**src/drld_pkg.sv**
```systemverilog
`default_nettype none
package drld_pkg;

  localparam int MAX_FIELD_BYTES = 8;

  localparam int CSIZE_W = 22;
  localparam int VSIZE_W = 48;
  localparam int WORD_W  = 64;
  localparam int QUOT_W  = VSIZE_W + 1;
  localparam int PROD_W  = WORD_W + CSIZE_W;

  localparam int DIV_STEPS = QUOT_W;
  localparam int MUL_STEPS = CSIZE_W;

  localparam int DCNT_W = $clog2(DIV_STEPS);
  localparam int MCNT_W = $clog2(MUL_STEPS);

  // register indexes of the configuration port
  localparam logic [1:0] REG_CLUSTER_SIZE = 2'd0;
  localparam logic [1:0] REG_VALUE_SIZE   = 2'd1;

  localparam logic [CSIZE_W-1:0] CLUSTER_SIZE_RESET = CSIZE_W'(4096);

  // parse phases
  localparam logic [1:0] PH_HEADER = 2'd0;
  localparam logic [1:0] PH_COUNT  = 2'd1;
  localparam logic [1:0] PH_DELTA  = 2'd2;
  localparam logic [1:0] PH_DONE   = 2'd3;

  // result status codes
  localparam logic [2:0] ST_RUN       = 3'd0;
  localparam logic [2:0] ST_COMPLETE  = 3'd1;
  localparam logic [2:0] ST_BAD_HDR   = 3'd2;
  localparam logic [2:0] ST_TRUNC     = 3'd3;
  localparam logic [2:0] ST_ZERO_CNT  = 3'd4;
  localparam logic [2:0] ST_NEG_LCN   = 3'd5;
  localparam logic [2:0] ST_OVERFLOW  = 3'd6;
  localparam logic [2:0] ST_SHORT     = 3'd7;

  // multiplier operand select
  localparam logic [1:0] MS_COUNT = 2'd0;
  localparam logic [1:0] MS_LAST  = 2'd1;
  localparam logic [1:0] MS_START = 2'd2;

  typedef struct packed {
    logic       take_byte;
    logic       div_step;
    logic       sel;
    logic       chk;
    logic       mul_start;
    logic [1:0] mul_sel;
    logic       mul_step;
    logic       disp;
    logic       postl;
    logic       fin;
  } cmd_t;

  typedef struct packed {
    logic run_go;
    logic div_done;
    logic short_run;
    logic go_last;
    logic prod_ovf;
    logic mul_done;
    logic out_free;
  } stat_t;

endpackage
`default_nettype wire

```
**src/drld_ctrl.sv**
```systemverilog
`default_nettype none
module drld_ctrl (
  input  wire logic          clk,
  input  wire logic          rst,
  input  wire logic          in_valid,
  output logic               in_stall,
  input  wire drld_pkg::stat_t stat,
  output drld_pkg::cmd_t     cmd
);
  import drld_pkg::*;

  localparam logic [3:0] S_IDLE  = 4'd0;
  localparam logic [3:0] S_DIV   = 4'd1;
  localparam logic [3:0] S_SEL   = 4'd2;
  localparam logic [3:0] S_CHK   = 4'd3;
  localparam logic [3:0] S_MULB  = 4'd4;
  localparam logic [3:0] S_DISP  = 4'd5;
  localparam logic [3:0] S_MULL  = 4'd6;
  localparam logic [3:0] S_POSTL = 4'd7;
  localparam logic [3:0] S_MULS  = 4'd8;
  localparam logic [3:0] S_FIN   = 4'd9;

  logic [3:0] state;
  logic [3:0] state_next;

  assign in_stall = !((state == S_IDLE) && stat.out_free);

  always_comb begin
    cmd = '0;
    state_next = state;
    unique case (state)
      S_IDLE: begin
        if (in_valid && !in_stall) begin
          cmd.take_byte = 1'b1;
          if (stat.run_go) state_next = S_DIV;
        end
      end
      S_DIV: begin
        cmd.div_step = 1'b1;
        if (stat.div_done) state_next = S_SEL;
      end
      S_SEL: begin
        cmd.sel = 1'b1;
        state_next = S_CHK;
      end
      S_CHK: begin
        cmd.chk = 1'b1;
        if (stat.short_run) begin
          cmd.mul_start = 1'b1;
          cmd.mul_sel = MS_COUNT;
          state_next = S_MULB;
        end else begin
          state_next = S_DISP;
        end
      end
      S_MULB: begin
        cmd.mul_step = 1'b1;
        if (stat.mul_done) state_next = S_DISP;
      end
      S_DISP: begin
        cmd.disp = 1'b1;
        if (stat.go_last) begin
          cmd.mul_start = 1'b1;
          cmd.mul_sel = MS_LAST;
          state_next = S_MULL;
        end else begin
          state_next = S_FIN;
        end
      end
      S_MULL: begin
        cmd.mul_step = 1'b1;
        if (stat.mul_done) state_next = S_POSTL;
      end
      S_POSTL: begin
        cmd.postl = 1'b1;
        if (!stat.prod_ovf) begin
          cmd.mul_start = 1'b1;
          cmd.mul_sel = MS_START;
          state_next = S_MULS;
        end else begin
          state_next = S_FIN;
        end
      end
      S_MULS: begin
        cmd.mul_step = 1'b1;
        if (stat.mul_done) state_next = S_FIN;
      end
      S_FIN: begin
        if (stat.out_free) begin
          cmd.fin = 1'b1;
          state_next = S_IDLE;
        end
      end
      default: state_next = S_IDLE;
    endcase
  end

  always_ff @(posedge clk) begin
    if (rst) begin
      state <= S_IDLE;
    end else begin
      state <= state_next;
    end
  end

endmodule
`default_nettype wire

```
**src/drld_datapath.sv**
```systemverilog
`default_nettype none
module drld_datapath (
  input  wire logic                  clk,
  input  wire logic                  rst,
  input  wire drld_pkg::cmd_t        cmd,
  output drld_pkg::stat_t            stat,
  input  wire logic [7:0]            mapping_byte,
  input  wire logic                  region_end,
  input  wire logic                  cfg_valid,
  input  wire logic [1:0]            cfg_index,
  input  wire logic [47:0]           cfg_data,
  output logic                       out_valid,
  input  wire logic                  out_stall,
  output logic [62:0]                run_lcn,
  output logic [63:0]                run_byte_offset,
  output logic [63:0]                run_cluster_count,
  output logic [47:0]                run_bytes,
  output logic                       sparse_run,
  output logic [2:0]                 status,
  output logic                       last_result
);
  import drld_pkg::*;

  // configuration
  logic [CSIZE_W-1:0] bpc;
  logic [VSIZE_W-1:0] vsize;

  // parse state
  logic [1:0]         phase, phase_next;
  logic [3:0]         lsz, lsz_next;
  logic [3:0]         osz, osz_next;
  logic [3:0]         idx, idx_next;
  logic [WORD_W-1:0]  cnt_acc, cnt_acc_next;
  logic [WORD_W-1:0]  dlt_acc, dlt_acc_next;
  logic [WORD_W-1:0]  cur, cur_next;
  logic [VSIZE_W-1:0] produced, produced_next;
  logic               out_valid_next;

  // run-end working registers
  logic               end_q, end_q_next;
  logic [VSIZE_W-1:0] rem, rem_next;
  logic [QUOT_W-1:0]  dq, dq_next;
  logic [CSIZE_W-1:0] dr, dr_next;
  logic [DCNT_W-1:0]  dcnt, dcnt_next;
  logic               short_q, short_q_next;
  logic [WORD_W-1:0]  used_m1, used_m1_next;
  logic [WORD_W-1:0]  start, start_next;
  logic [WORD_W-1:0]  last, last_next;
  logic               e5, e5_next;
  logic               e6, e6_next;
  logic               ovf, ovf_next;
  logic [VSIZE_W-1:0] bytes_q, bytes_q_next;
  logic [PROD_W-1:0]  macc, macc_next;
  logic [WORD_W-1:0]  ma, ma_next;
  logic [MCNT_W-1:0]  mcnt, mcnt_next;
  logic               run_go;

  // result register
  logic [62:0]        o_lcn_next;
  logic [63:0]        o_off_next;
  logic [63:0]        o_cnt_next;
  logic [47:0]        o_bytes_next;
  logic               o_sparse_next;
  logic [2:0]         o_status_next;
  logic               o_last_next;

  // sign-extended delta
  logic [WORD_W-1:0]  dext;
  logic [3:0]         osz_dec;
  logic               sgn;

  always_comb begin
    osz_dec = osz - 4'd1;
    sgn = dlt_acc[{osz_dec[2:0], 3'b111}];
    for (int k = 0; k < 8; k++) begin
      dext[8*k +: 8] = (4'(k) < osz) ? dlt_acc[8*k +: 8] : {8{sgn}};
    end
  end

  assign stat.run_go    = run_go;
  assign stat.out_free  = !out_valid || !out_stall;
  assign stat.div_done  = (dcnt == '0);
  assign stat.mul_done  = (mcnt == '0);
  assign stat.short_run = short_q;
  assign stat.go_last   = (osz != 4'd0) && !e5 && !e6;
  assign stat.prod_ovf  = |macc[PROD_W-1:WORD_W];

  always_comb begin
    logic [3:0]         lsz_b;
    logic [3:0]         osz_b;
    logic [3:0]         idx_inc;
    logic [WORD_W-1:0]  byte_sh;
    logic [WORD_W-1:0]  cnt_val;
    logic               fin_en;
    logic [2:0]         fin_code;
    logic               close_en;
    logic               close_end;
    logic               rstart;
    logic [WORD_W-1:0]  used;
    logic [22:0]        rsh;
    logic               ge;
    logic [VSIZE_W-1:0] pn;
    logic [2:0]         rst_code;

    lsz_b = mapping_byte[3:0];
    osz_b = mapping_byte[7:4];
    idx_inc = idx + 4'd1;
    byte_sh = {56'd0, mapping_byte} << {idx[2:0], 3'b000};
    cnt_val = cnt_acc;
    fin_en = 1'b0;
    fin_code = ST_RUN;
    close_en = 1'b0;
    close_end = 1'b0;
    rstart = 1'b0;
    used = '0;
    rsh = '0;
    ge = 1'b0;
    pn = '0;
    rst_code = ST_RUN;

    phase_next = phase;
    lsz_next = lsz;
    osz_next = osz;
    idx_next = idx;
    cnt_acc_next = cnt_acc;
    dlt_acc_next = dlt_acc;
    cur_next = cur;
    produced_next = produced;
    out_valid_next = out_valid && out_stall;
    end_q_next = end_q;
    rem_next = rem;
    dq_next = dq;
    dr_next = dr;
    dcnt_next = dcnt;
    short_q_next = short_q;
    used_m1_next = used_m1;
    start_next = start;
    last_next = last;
    e5_next = e5;
    e6_next = e6;
    ovf_next = ovf;
    bytes_q_next = bytes_q;
    macc_next = macc;
    ma_next = ma;
    mcnt_next = mcnt;
    o_lcn_next = run_lcn;
    o_off_next = run_byte_offset;
    o_cnt_next = run_cluster_count;
    o_bytes_next = run_bytes;
    o_sparse_next = sparse_run;
    o_status_next = status;
    o_last_next = last_result;
    run_go = 1'b0;

    if (cmd.take_byte) begin
      case (phase)
        PH_HEADER: begin
          if (bpc == '0) begin
            fin_en = 1'b1; fin_code = ST_BAD_HDR;
          end else if (produced >= vsize) begin
            fin_en = 1'b1; fin_code = ST_COMPLETE;
          end else if (mapping_byte == 8'd0) begin
            fin_en = 1'b1; fin_code = ST_SHORT;
          end else if (lsz_b == 4'd0 || lsz_b > 4'(MAX_FIELD_BYTES)
                       || osz_b > 4'(MAX_FIELD_BYTES)) begin
            fin_en = 1'b1; fin_code = ST_BAD_HDR;
          end else if (region_end) begin
            fin_en = 1'b1; fin_code = ST_TRUNC;
          end else begin
            lsz_next = lsz_b;
            osz_next = osz_b;
            idx_next = 4'd0;
            cnt_acc_next = '0;
            dlt_acc_next = '0;
            phase_next = PH_COUNT;
          end
        end
        PH_COUNT: begin
          cnt_val = cnt_acc | byte_sh;
          cnt_acc_next = cnt_val;
          idx_next = idx_inc;
          if (idx_inc < lsz) begin
            if (region_end) begin
              fin_en = 1'b1; fin_code = ST_TRUNC;
            end
          end else if (osz != 4'd0) begin
            if (region_end) begin
              fin_en = 1'b1; fin_code = ST_TRUNC;
            end else begin
              idx_next = 4'd0;
              phase_next = PH_DELTA;
            end
          end else begin
            rstart = 1'b1;
          end
        end
        PH_DELTA: begin
          dlt_acc_next = dlt_acc | byte_sh;
          idx_next = idx_inc;
          if (idx_inc < osz) begin
            if (region_end) begin
              fin_en = 1'b1; fin_code = ST_TRUNC;
            end
          end else begin
            rstart = 1'b1;
          end
        end
        default: begin
          if (region_end) begin
            close_en = 1'b1;
            close_end = 1'b1;
          end
        end
      endcase

      if (rstart) begin
        if (cnt_val == '0) begin
          fin_en = 1'b1; fin_code = ST_ZERO_CNT;
        end else if (bpc == '0) begin
          fin_en = 1'b1; fin_code = ST_BAD_HDR;
        end else begin
          run_go = 1'b1;
          end_q_next = region_end;
          rem_next = vsize - produced;
          dq_next = {1'b0, vsize - produced} + {27'd0, bpc} - 49'd1;
          dr_next = '0;
          dcnt_next = DCNT_W'(DIV_STEPS - 1);
        end
      end
      if (fin_en) close_end = region_end;
    end

    // restoring divide, one quotient bit a cycle
    if (cmd.div_step) begin
      rsh = {dr, dq[QUOT_W-1]};
      ge = rsh >= {1'b0, bpc};
      dr_next = ge ? 22'(rsh - {1'b0, bpc}) : rsh[21:0];
      dq_next = {dq[QUOT_W-2:0], ge};
      dcnt_next = dcnt - 1'b1;
    end

    if (cmd.sel) begin
      short_q_next = cnt_acc < {15'd0, dq};
      used = (cnt_acc < {15'd0, dq}) ? cnt_acc : {15'd0, dq};
      used_m1_next = used - 64'd1;
      start_next = (osz == 4'd0) ? cur : cur + dext;
      bytes_q_next = rem;
      ovf_next = 1'b0;
    end

    if (cmd.chk) begin
      e5_next = (osz != 4'd0) && start[WORD_W-1];
      e6_next = (osz != 4'd0) && !start[WORD_W-1] && (used_m1 > ~start);
      last_next = start + used_m1;
    end

    if (cmd.disp && short_q) bytes_q_next = macc[VSIZE_W-1:0];

    if (cmd.postl) ovf_next = |macc[PROD_W-1:WORD_W];

    // shift-add multiply by the cluster size, msb first
    if (cmd.mul_start) begin
      macc_next = '0;
      mcnt_next = MCNT_W'(MUL_STEPS - 1);
      case (cmd.mul_sel)
        MS_COUNT: ma_next = cnt_acc;
        MS_LAST:  ma_next = last;
        default:  ma_next = start;
      endcase
    end
    if (cmd.mul_step) begin
      macc_next = {macc[PROD_W-2:0], 1'b0}
                  + (bpc[mcnt] ? {{CSIZE_W{1'b0}}, ma} : '0);
      mcnt_next = mcnt - 1'b1;
    end

    if (cmd.fin) begin
      if (e5) begin
        fin_en = 1'b1; fin_code = ST_NEG_LCN; close_end = end_q;
      end else if (e6 || ovf) begin
        fin_en = 1'b1; fin_code = ST_OVERFLOW; close_end = end_q;
      end else begin
        pn = produced + bytes_q;
        if (pn >= vsize) rst_code = ST_COMPLETE;
        else if (end_q) rst_code = ST_SHORT;
        else rst_code = ST_RUN;
        produced_next = pn;
        if (osz != 4'd0) cur_next = start;
        o_lcn_next = (osz == 4'd0) ? '0 : start[62:0];
        o_off_next = (osz == 4'd0) ? '0 : macc[WORD_W-1:0];
        o_cnt_next = cnt_acc;
        o_bytes_next = bytes_q;
        o_sparse_next = (osz == 4'd0);
        o_status_next = rst_code;
        o_last_next = (rst_code != ST_RUN);
        out_valid_next = 1'b1;
        if (rst_code != ST_RUN) begin
          close_en = 1'b1;
          close_end = end_q;
        end else begin
          phase_next = PH_HEADER;
          idx_next = 4'd0;
        end
      end
    end

    if (fin_en) begin
      o_lcn_next = '0;
      o_off_next = '0;
      o_cnt_next = '0;
      o_bytes_next = '0;
      o_sparse_next = 1'b0;
      o_status_next = fin_code;
      o_last_next = 1'b1;
      out_valid_next = 1'b1;
      close_en = 1'b1;
    end

    if (close_en) begin
      if (close_end) begin
        phase_next = PH_HEADER;
        lsz_next = 4'd0;
        osz_next = 4'd0;
        idx_next = 4'd0;
        cnt_acc_next = '0;
        dlt_acc_next = '0;
        cur_next = '0;
        produced_next = '0;
      end else begin
        phase_next = PH_DONE;
      end
    end
  end

  always_ff @(posedge clk) begin
    if (rst) begin
      bpc <= CLUSTER_SIZE_RESET;
      vsize <= '0;
      phase <= PH_HEADER;
      lsz <= 4'd0;
      osz <= 4'd0;
      idx <= 4'd0;
      cnt_acc <= '0;
      dlt_acc <= '0;
      cur <= '0;
      produced <= '0;
      out_valid <= 1'b0;
    end else begin
      if (cfg_valid) begin
        case (cfg_index)
          REG_CLUSTER_SIZE: bpc <= cfg_data[CSIZE_W-1:0];
          REG_VALUE_SIZE:   vsize <= cfg_data[VSIZE_W-1:0];
          default: ;
        endcase
      end
      phase <= phase_next;
      lsz <= lsz_next;
      osz <= osz_next;
      idx <= idx_next;
      cnt_acc <= cnt_acc_next;
      dlt_acc <= dlt_acc_next;
      cur <= cur_next;
      produced <= produced_next;
      out_valid <= out_valid_next;
    end
  end

  always_ff @(posedge clk) begin
    end_q <= end_q_next;
    rem <= rem_next;
    dq <= dq_next;
    dr <= dr_next;
    dcnt <= dcnt_next;
    short_q <= short_q_next;
    used_m1 <= used_m1_next;
    start <= start_next;
    last <= last_next;
    e5 <= e5_next;
    e6 <= e6_next;
    ovf <= ovf_next;
    bytes_q <= bytes_q_next;
    macc <= macc_next;
    ma <= ma_next;
    mcnt <= mcnt_next;
    run_lcn <= o_lcn_next;
    run_byte_offset <= o_off_next;
    run_cluster_count <= o_cnt_next;
    run_bytes <= o_bytes_next;
    sparse_run <= o_sparse_next;
    status <= o_status_next;
    last_result <= o_last_next;
  end

endmodule
`default_nettype wire

```
**src/data_run_list_decoder.sv**
```systemverilog
`default_nettype none
// channel   direction  handshake                    payload
// in        input      in_valid / in_stall          mapping_byte, region_end
// out       output     out_valid / out_stall        run_lcn .. last_result
// cfg       input      cfg_valid / cfg_ready        cfg_index, cfg_data
//
// header, count and delta bytes are taken while the decoder is idle. the byte that ends
// a run starts a restoring divide and up to three shift-add multiplies by the cluster
// size before the extent appears.
// rst is synchronous; the cluster size returns to 4096, the value size to 0.
// a new byte is taken while the result register drains in the same cycle.
module data_run_list_decoder (
  input  wire logic        clk,
  input  wire logic        rst,
  input  wire logic        in_valid,
  output logic             in_stall,
  input  wire logic [7:0]  mapping_byte,
  input  wire logic        region_end,
  output logic             out_valid,
  input  wire logic        out_stall,
  output logic [62:0]      run_lcn,
  output logic [63:0]      run_byte_offset,
  output logic [63:0]      run_cluster_count,
  output logic [47:0]      run_bytes,
  output logic             sparse_run,
  output logic [2:0]       status,
  output logic             last_result,
  input  wire logic        cfg_valid,
  output logic             cfg_ready,
  input  wire logic [1:0]  cfg_index,
  input  wire logic [47:0] cfg_data
);
  import drld_pkg::*;

  cmd_t  cmd;
  stat_t stat;

  assign cfg_ready = 1'b1;

  drld_ctrl u_ctrl (
    .clk      (clk),
    .rst      (rst),
    .in_valid (in_valid),
    .in_stall (in_stall),
    .stat     (stat),
    .cmd      (cmd)
  );

  drld_datapath u_datapath (
    .clk               (clk),
    .rst               (rst),
    .cmd               (cmd),
    .stat              (stat),
    .mapping_byte      (mapping_byte),
    .region_end        (region_end),
    .cfg_valid         (cfg_valid),
    .cfg_index         (cfg_index),
    .cfg_data          (cfg_data),
    .out_valid         (out_valid),
    .out_stall         (out_stall),
    .run_lcn           (run_lcn),
    .run_byte_offset   (run_byte_offset),
    .run_cluster_count (run_cluster_count),
    .run_bytes         (run_bytes),
    .sparse_run        (sparse_run),
    .status            (status),
    .last_result       (last_result)
  );

endmodule
`default_nettype wire

```
**config.mk**
```make
export PLATFORM = sky130hd
export DESIGN_NAME = data_run_list_decoder
export DESIGN_NICKNAME = d
export VERILOG_FILES = /design/src/drld_pkg.sv /design/src/drld_ctrl.sv /design/src/drld_datapath.sv /design/src/data_run_list_decoder.sv
export SDC_FILE = /design/constraint.sdc
export NUM_CORES = 2
export LEC_CHECK = 0
export ABC_CLOCK_PERIOD_IN_PS = 12600
export BUFFER_PORTS_ARGS = -buffer_cell sky130_fd_sc_hd__buf_4
export CAP_MARGIN = 20
export CORE_ASPECT_RATIO = 0.8
export CORE_MARGIN = 4
export CORE_UTILIZATION = 30
export CTS_CLUSTER_DIAMETER = 40
export DETAILED_ROUTE_END_ITERATION = 12
export PLACE_DENSITY = 0.5
export RECOVER_POWER = 100
export SYNTH_ARGS = -nofsm -noshare
export SYNTH_HDL_FRONTEND = slang
export SYNTH_HIERARCHICAL = 1
export SYNTH_SLANG_ARGS = --single-unit
```
**constraint.sdc**
```tcl
create_clock -name clk -period 12.6 [get_ports clk]
set_input_delay 1.89 -clock clk [delete_from_list [all_inputs] [get_ports clk]]
set_output_delay 1.89 -clock clk [all_outputs]
set_load 0.01 [all_outputs]
```
### Word-level counts from Yosys, hierarchy flattened

Index checks and enable logic that the tools add are counted.

| storage, ports and cells | value |
|---|---|
| register bits after elaboration | 1098 |
| latch bits | 0 |
| bits in writable memories | 0 |
| memory bits (read-only) | 0 |
| input bits | 64 |
| output and inout port bits | 247 |
| word-level logic and storage cells | 363 |
| memories kept | 0 |

| cells by class | value |
|---|---|
| $add $sub $neg | 13 |
| $mul | 0 |
| divide/modulo/power cells | 0 |
| magnitude comparators | 19 |
| equal/unequal tests | 24 |
| shifts and indexed selects | 1 |
| multiplexer cells | 216 |
| bitwise logic cells | 7 |
| reductions and logical operators | 48 |

Operators by type and width:

| kind | count |
|---|---|
| $mux W64 | 28 |
| $pmux W64 S2 | 3 |
| $mux W48 | 7 |
| $mux W49 | 5 |
| $mux W86 | 2 |
| $mux W4 | 41 |
| $mux W22 | 6 |
| $add A64 B64 Y64 | 2 |
| $or A64 B64 Y64 | 2 |
| $ge A48 B48 Y1 | 2 |
| $add A86 B86 Y86 | 1 |
| $mux W3 | 26 |
| $gt A64 B64 Y1 | 1 |
| $logic_not A64 Y1 | 1 |
| $lt A64 B49 Y1 | 1 |
| $mux W8 | 8 |
| $not A64 Y64 | 1 |
| $shl A8 B6 Y64 | 1 |
| $sub A64 B1 Y64 const B | 1 |
| $mux W63 | 1 |
| $mux W1 | 57 |
| $add A48 B22 Y49 | 1 |
| $sub A49 B1 Y49 const B | 1 |
| $add A48 B48 Y48 | 1 |
| other kinds (52) | 128 |

### Logic depth before layout (Yosys ltp)

| depth | value |
|---|---|
| word-level depth | 20 |
| mapped depth | 29 |
| gate-level depth less buffers | 29 |

### By module

The synthesis kept the hierarchy.

By module, submodules not included:

| module | instances | cells an instance | area an instance (µm²) | seq. area each (µm²) |
|---|---|---|---|---|
| drld_datapath | 1 | 7655 | 66369.9 | 27186.1 |
| drld_ctrl | 1 | 57 | 432.9 | 80.1 |
| data_run_list_decoder | 1 | 2 | 11.3 | 0.0 |

### Worst setup path before layout

No wires, ideal clock.

| timing | value |
|---|---|
| kind | register -> register |
| start point | reg u_ctrl.state[2] |
| end point | reg u_datapath.bytes_q[0] (enable) |
| data arrival time | 10941 ps |
| data required time | 12189 ps |
| path slack | 1249 ps |
| cell stages (with the launch flop) | 4 |
| period minus slack after synthesis | 11351 ps |
| path through | dfxtp_1 nand2b_1 nor3_1 nand2b_1 |

RTL lines:

| item | RTL line | source |
|---|---|---|
| from (decl) | drld_ctrl.sv:23 | `logic [3:0] state;` |
| from (signal assigned) | drld_ctrl.sv:102 | `state <= state_next;` |
| to (signal assigned) | drld_datapath.sv:381 | `bytes_q <= bytes_q_next;` |
| to (decl) | drld_datapath.sv:52 | `logic [VSIZE_W-1:0] bytes_q, bytes_q_next;` |

### Final worst setup path

| timing | value |
|---|---|
| start point | reg u_datapath.cnt_acc[13] |
| end point | reg u_datapath.used_m1[45], data pin |

| on the way | value |
|---|---|
| cells in the longest elaborated chain, start to end | 3 |

Ends and longest elaborated chain:

| item | RTL line | source |
|---|---|---|
| from (decl) | drld_datapath.sv:33 | `logic [WORD_W-1:0] cnt_acc, cnt_acc_next;` |
| from (signal assigned) | drld_datapath.sv:360 | `cnt_acc <= cnt_acc_next;` |
| $lt A64 B49 Y1 | drld_datapath.sv:244 | `used = (cnt_acc < {15'd0, dq}) ? cnt_acc : {15'd0, dq};` |
| $mux W64 (*) | drld_datapath.sv:244 |  |
| $sub A64 B1 Y64 (*) | drld_datapath.sv:245 | `used_m1_next = used - 64'd1;` |
| to (signal assigned) | drld_datapath.sv:375 | `used_m1 <= used_m1_next;` |
| to (decl) | drld_datapath.sv:46 | `logic [WORD_W-1:0] used_m1, used_m1_next;` |

Every way passes the cells marked *; elsewhere a longest branch is shown, timed or not.
A chain may end at the register's enable or synchronous reset.

==> flow_metrics.py <==
metrics = {
    "outcome": {
        "outcome": "finished with violations",
        "violations": "max-capacitance violations, max-slew violations",
    },
    "timing": {
        "maxSlewViolCount": 1435,
        "grt_setup_unrepaired": "no",
        "tns_ns": 0,
        "finalHoldViolations": 0,
        "worstMarginPinSlew_ns": 4.920,
        "max-slew-margin-rel_pct": -231.5,
        "timing.fmax_mhz": 99.62,
        "fin_worst_skew_ns": 0.04226,
        "setup_viol": 0,
        "holdWs_ns": 0.4493,
        "post-route-period-util_pct": 79.67,
        "fin_crit_ns": 10.04,
    },
    "route": {
        "detail_route.iter0.violations": 5408,
        "vias": 58250,
        "dr.pass1.iters": 5,
        "wl_per_cell_um": 22.50,
        "wl_met2_um": 105800,
        "routed.top_layer": "met4",
        "drc": 0,
        "drtAntennaViolNets": 0,
        "wl_um": 248700,
        "viasPerCell": 5.270,
        "wl_met1_um": 120900,
        "met3_wirelength_um": 15890,
    },
    "logic_synthesis": {
        "yosys_warnings": 6,
        "ys_seq_elements": 1098,
        "synth_flop_cell": "dfxtp_1",
        "synth_edf_count": 528,
        "synth_cell_type_count": 100,
        "ys_async_sr_fraction_pct": 0,
        "seq_area_frac_synth_pct": 40.81,
        "synth_cells": 7714,
        "synth.net_count": 8275,
        "syn_area_mm2": 0.06681,
        "synth.avg_cell_area_um2": 8.661,
    },
    "clock_tree": {
        "clock-sinks": 1098,
        "htree_num_levels": 4,
        "cts_hold_repair.buffers": 0,
        "clock_latency_ns": 0.86,
        "cts_tree": "yes",
        "clock_tree.root_cell": "clkbuf_16",
        "ctsResizeCount": 0,
        "cts_setup_buffers": 0,
        "cts_made_buffers": 204,
        "clk_pin_slew_ns": 0.06,
        "ctsLongestPathBuffers": 4,
    },
    "floorplanning": {
        "core_area_mm2": 0.2208,
        "fp.dieH_um": 430.1,
        "dieArea_mm2": 0.2304,
        "initial_core_util_pct": 30.26,
        "num_rows": 154,
        "io_pins": 311,
        "die_w_um": 535.6,
    },
    "setup_path": {
        "worstSetupPathType": "reg2reg",
        "rrSetupSlack_ns": 2.56,
        "crit_path_start": "u_datapath/cnt_acc[13]",
        "critPathMaxFanout": 55,
        "cp.required_ns": 13.17,
        "r2r_start": "u_datapath/cnt_acc[13]",
        "critPathLaunchType": "flip-flop",
        "cp-end-kind": "flip-flop",
        "worstPathArrival_ns": 10.61,
    },
    "power": {
        "p_per_area_mw_per_mm2": 157.4,
        "p_leak_nw": 30.44,
        "ir_drop_uv": 101.7,
    },
    "global_route": {
        "grt_pass1_vias": 54670,
        "antenna_found_initial": 10,
        "grt_pass1_wl_um": 364800,
        "gr-total-overflow": 0,
        "track_usage_pct": 20.72,
        "grt_max_degree": 102,
    },
    "placed_design": {
        "hpwl_um": 189700,
        "place_congestion": 0.9225,
        "io_buffers": 309,
        "dp.cells": 10670,
    },
    "cells_and_area": {
        "final_util_pct": 35.26,
        "instances_no_fill": 11050,
        "nets": 8478,
        "syn_to_final_growth_pct": 16.54,
        "drive_gt1_share_pct": 7.173,
    },
    "min_path": {
        "min_from": "u_datapath/run_byte_offset[1]",
        "min_path_type": "reg2reg",
    },
    "run": {
        "drv_cap": 28,
    },
}
-- final cells by class --
| class | count | area (µm²) |
|---|---|---|
| Clock inverter | 143 | 1609 |
| Sequential cell | 1098 | 27270 |
| Timing Repair Buffer | 387 | 1866 |
| Inverter | 378 | 1420 |
| Multi-Input combinational cell | 5848 | 36530 |
| Antenna cell | 4 | 10.01 |
| Fill cell | 23120 | 143000 |
| Clock buffer | 232 | 5454 |
| Tap cell | 2964 | 3709 |
-- cells by family (layout without fill, tap and decap cells) --
family                   Yosys count  in the layout  synth area share [%]
buffers and inverters            768           1140                 4.560
AO/OA/AOI/OAI                   2175           2175                 19.65
XOR/XNOR                         404            404                 5.296
other                              1              5              0.005613
multiplexers                     167            167                 2.751
AND/OR/NAND/NOR                 2604           2604                 17.54
adder cells (fa/ha/maj)          497            497                 9.386
flip-flops                      1098           1098                 40.81
-- path summary, 6_finish.rpt --
check                                                      to  cells after the start
worst max register to register         u_datapath/used_m1[45]                     15
worst min register to register  u_datapath/run_byte_offset[1]                      2
worst min-delay path            u_datapath/run_byte_offset[1]                      2
worst max-delay path                   u_datapath/used_m1[45]                     15
-- state kept, by name, indices dropped and copies added (netlist names), 64 cells and up --
register	count
u_datapath/used_m1	64
u_datapath/cnt_acc	64
u_datapath/cur	64
u_datapath/last	64
u_datapath/run_cluster_count	64
u_datapath/dlt_acc	64
u_datapath/run_byte_offset	64
u_datapath/macc	86
u_datapath/start	64
u_datapath/ma	64
-- cell usage after synthesis (17+ instances only) --
cell	n	area, µm²
mux2i_1	106	1061
or2_2	19	118.9
and3_1	48	300.3
and2_1	45	281.5
o211ai_1	25	187.7
nand3_1	162	810.8
or3_1	28	175.2
nor4_1	37	231.5
buf_2	53	265.3
nand2b_1	66	412.9
clkbuf_1	289	1085
o21a_1	65	488.0
o31ai_1	31	232.7
buf_1	28	105.1
or4_1	17	127.6
a31oi_1	42	262.8
o21ai_0	376	1882
edfxtp_1	528	15860
a21oi_1	997	4990
nor2b_1	120	750.7
nor3_1	105	525.5
inv_1	375	1408
xor2_1	173	1515
a21o_1	318	2387
a21boi_0	18	135.1
o21bai_1	58	435.4
nand4_1	116	725.7
nand2_1	1192	4474
a211o_1	24	210.2
xnor2_1	231	2023
dfxtp_1	570	11410
nor2_1	571	2143
mux2_2	53	596.8
ha_1	490	6131
a211oi_1	47	352.8
-- where the power goes --
| part | total (mW) | switching, mW | internal, mW |
|---|---|---|---|
| Combinational | 2.56 | 1.71 | 0.853 |
| Clock | 5.66 | 2.13 | 3.54 |
| Sequential | 4.04 | 0.0832 | 3.95 |
| Total | 12.3 | 3.92 | 8.34 |
-- metal layers --
layer / up-vias / global-route usage [%]
met3: 321 / 3.244
met1: 28190 / 30.86
met2: 1830 / 31.11
li1: 27920 / -
met4: 0 / 4.929
met5: - / 0
-- metrics by stage --
step	instance area [µm²]	setup WS (ns)	total power, mW
floorplan	66810	1.249	5.852
global placement	71940	4.783	6.640
detailed placement	71960	4.617	6.662
CTS	79030	4.535	12.40
global route	77860	2.133	12.83
finish	77870	2.562	12.26
-- worst max-delay path, cell delays in order (launching register included) --
cell        delay [ns]
dfxtp_1           0.67
ha_1              0.34
a21o_1            0.16
a21o_1            0.17
a21oi_1           0.22
o221ai_1          0.35
a221oi_1          0.36
clkbuf_1          0.70
nand2_1           0.72
clkinvlp_2        0.67
clkbuf_1          1.79
clkbuf_1          1.90
mux2i_1           0.55
or3_1             0.59
nor3_1            0.35
o21ai_0           0.14
-- layout by cell type (no fill, tap or decap), types with 212 or more instances in the layout --
master	n
ha_1	490
xnor2_1	231
a21o_1	318
a21oi_1	996
inv_1	376
o21ai_0	381
edfxtp_1	528
clkbuf_16	212
clkbuf_1	292
nor2_1	567
nand2_1	1191
dfxtp_1	570
(Power assumes the default switching activity.)
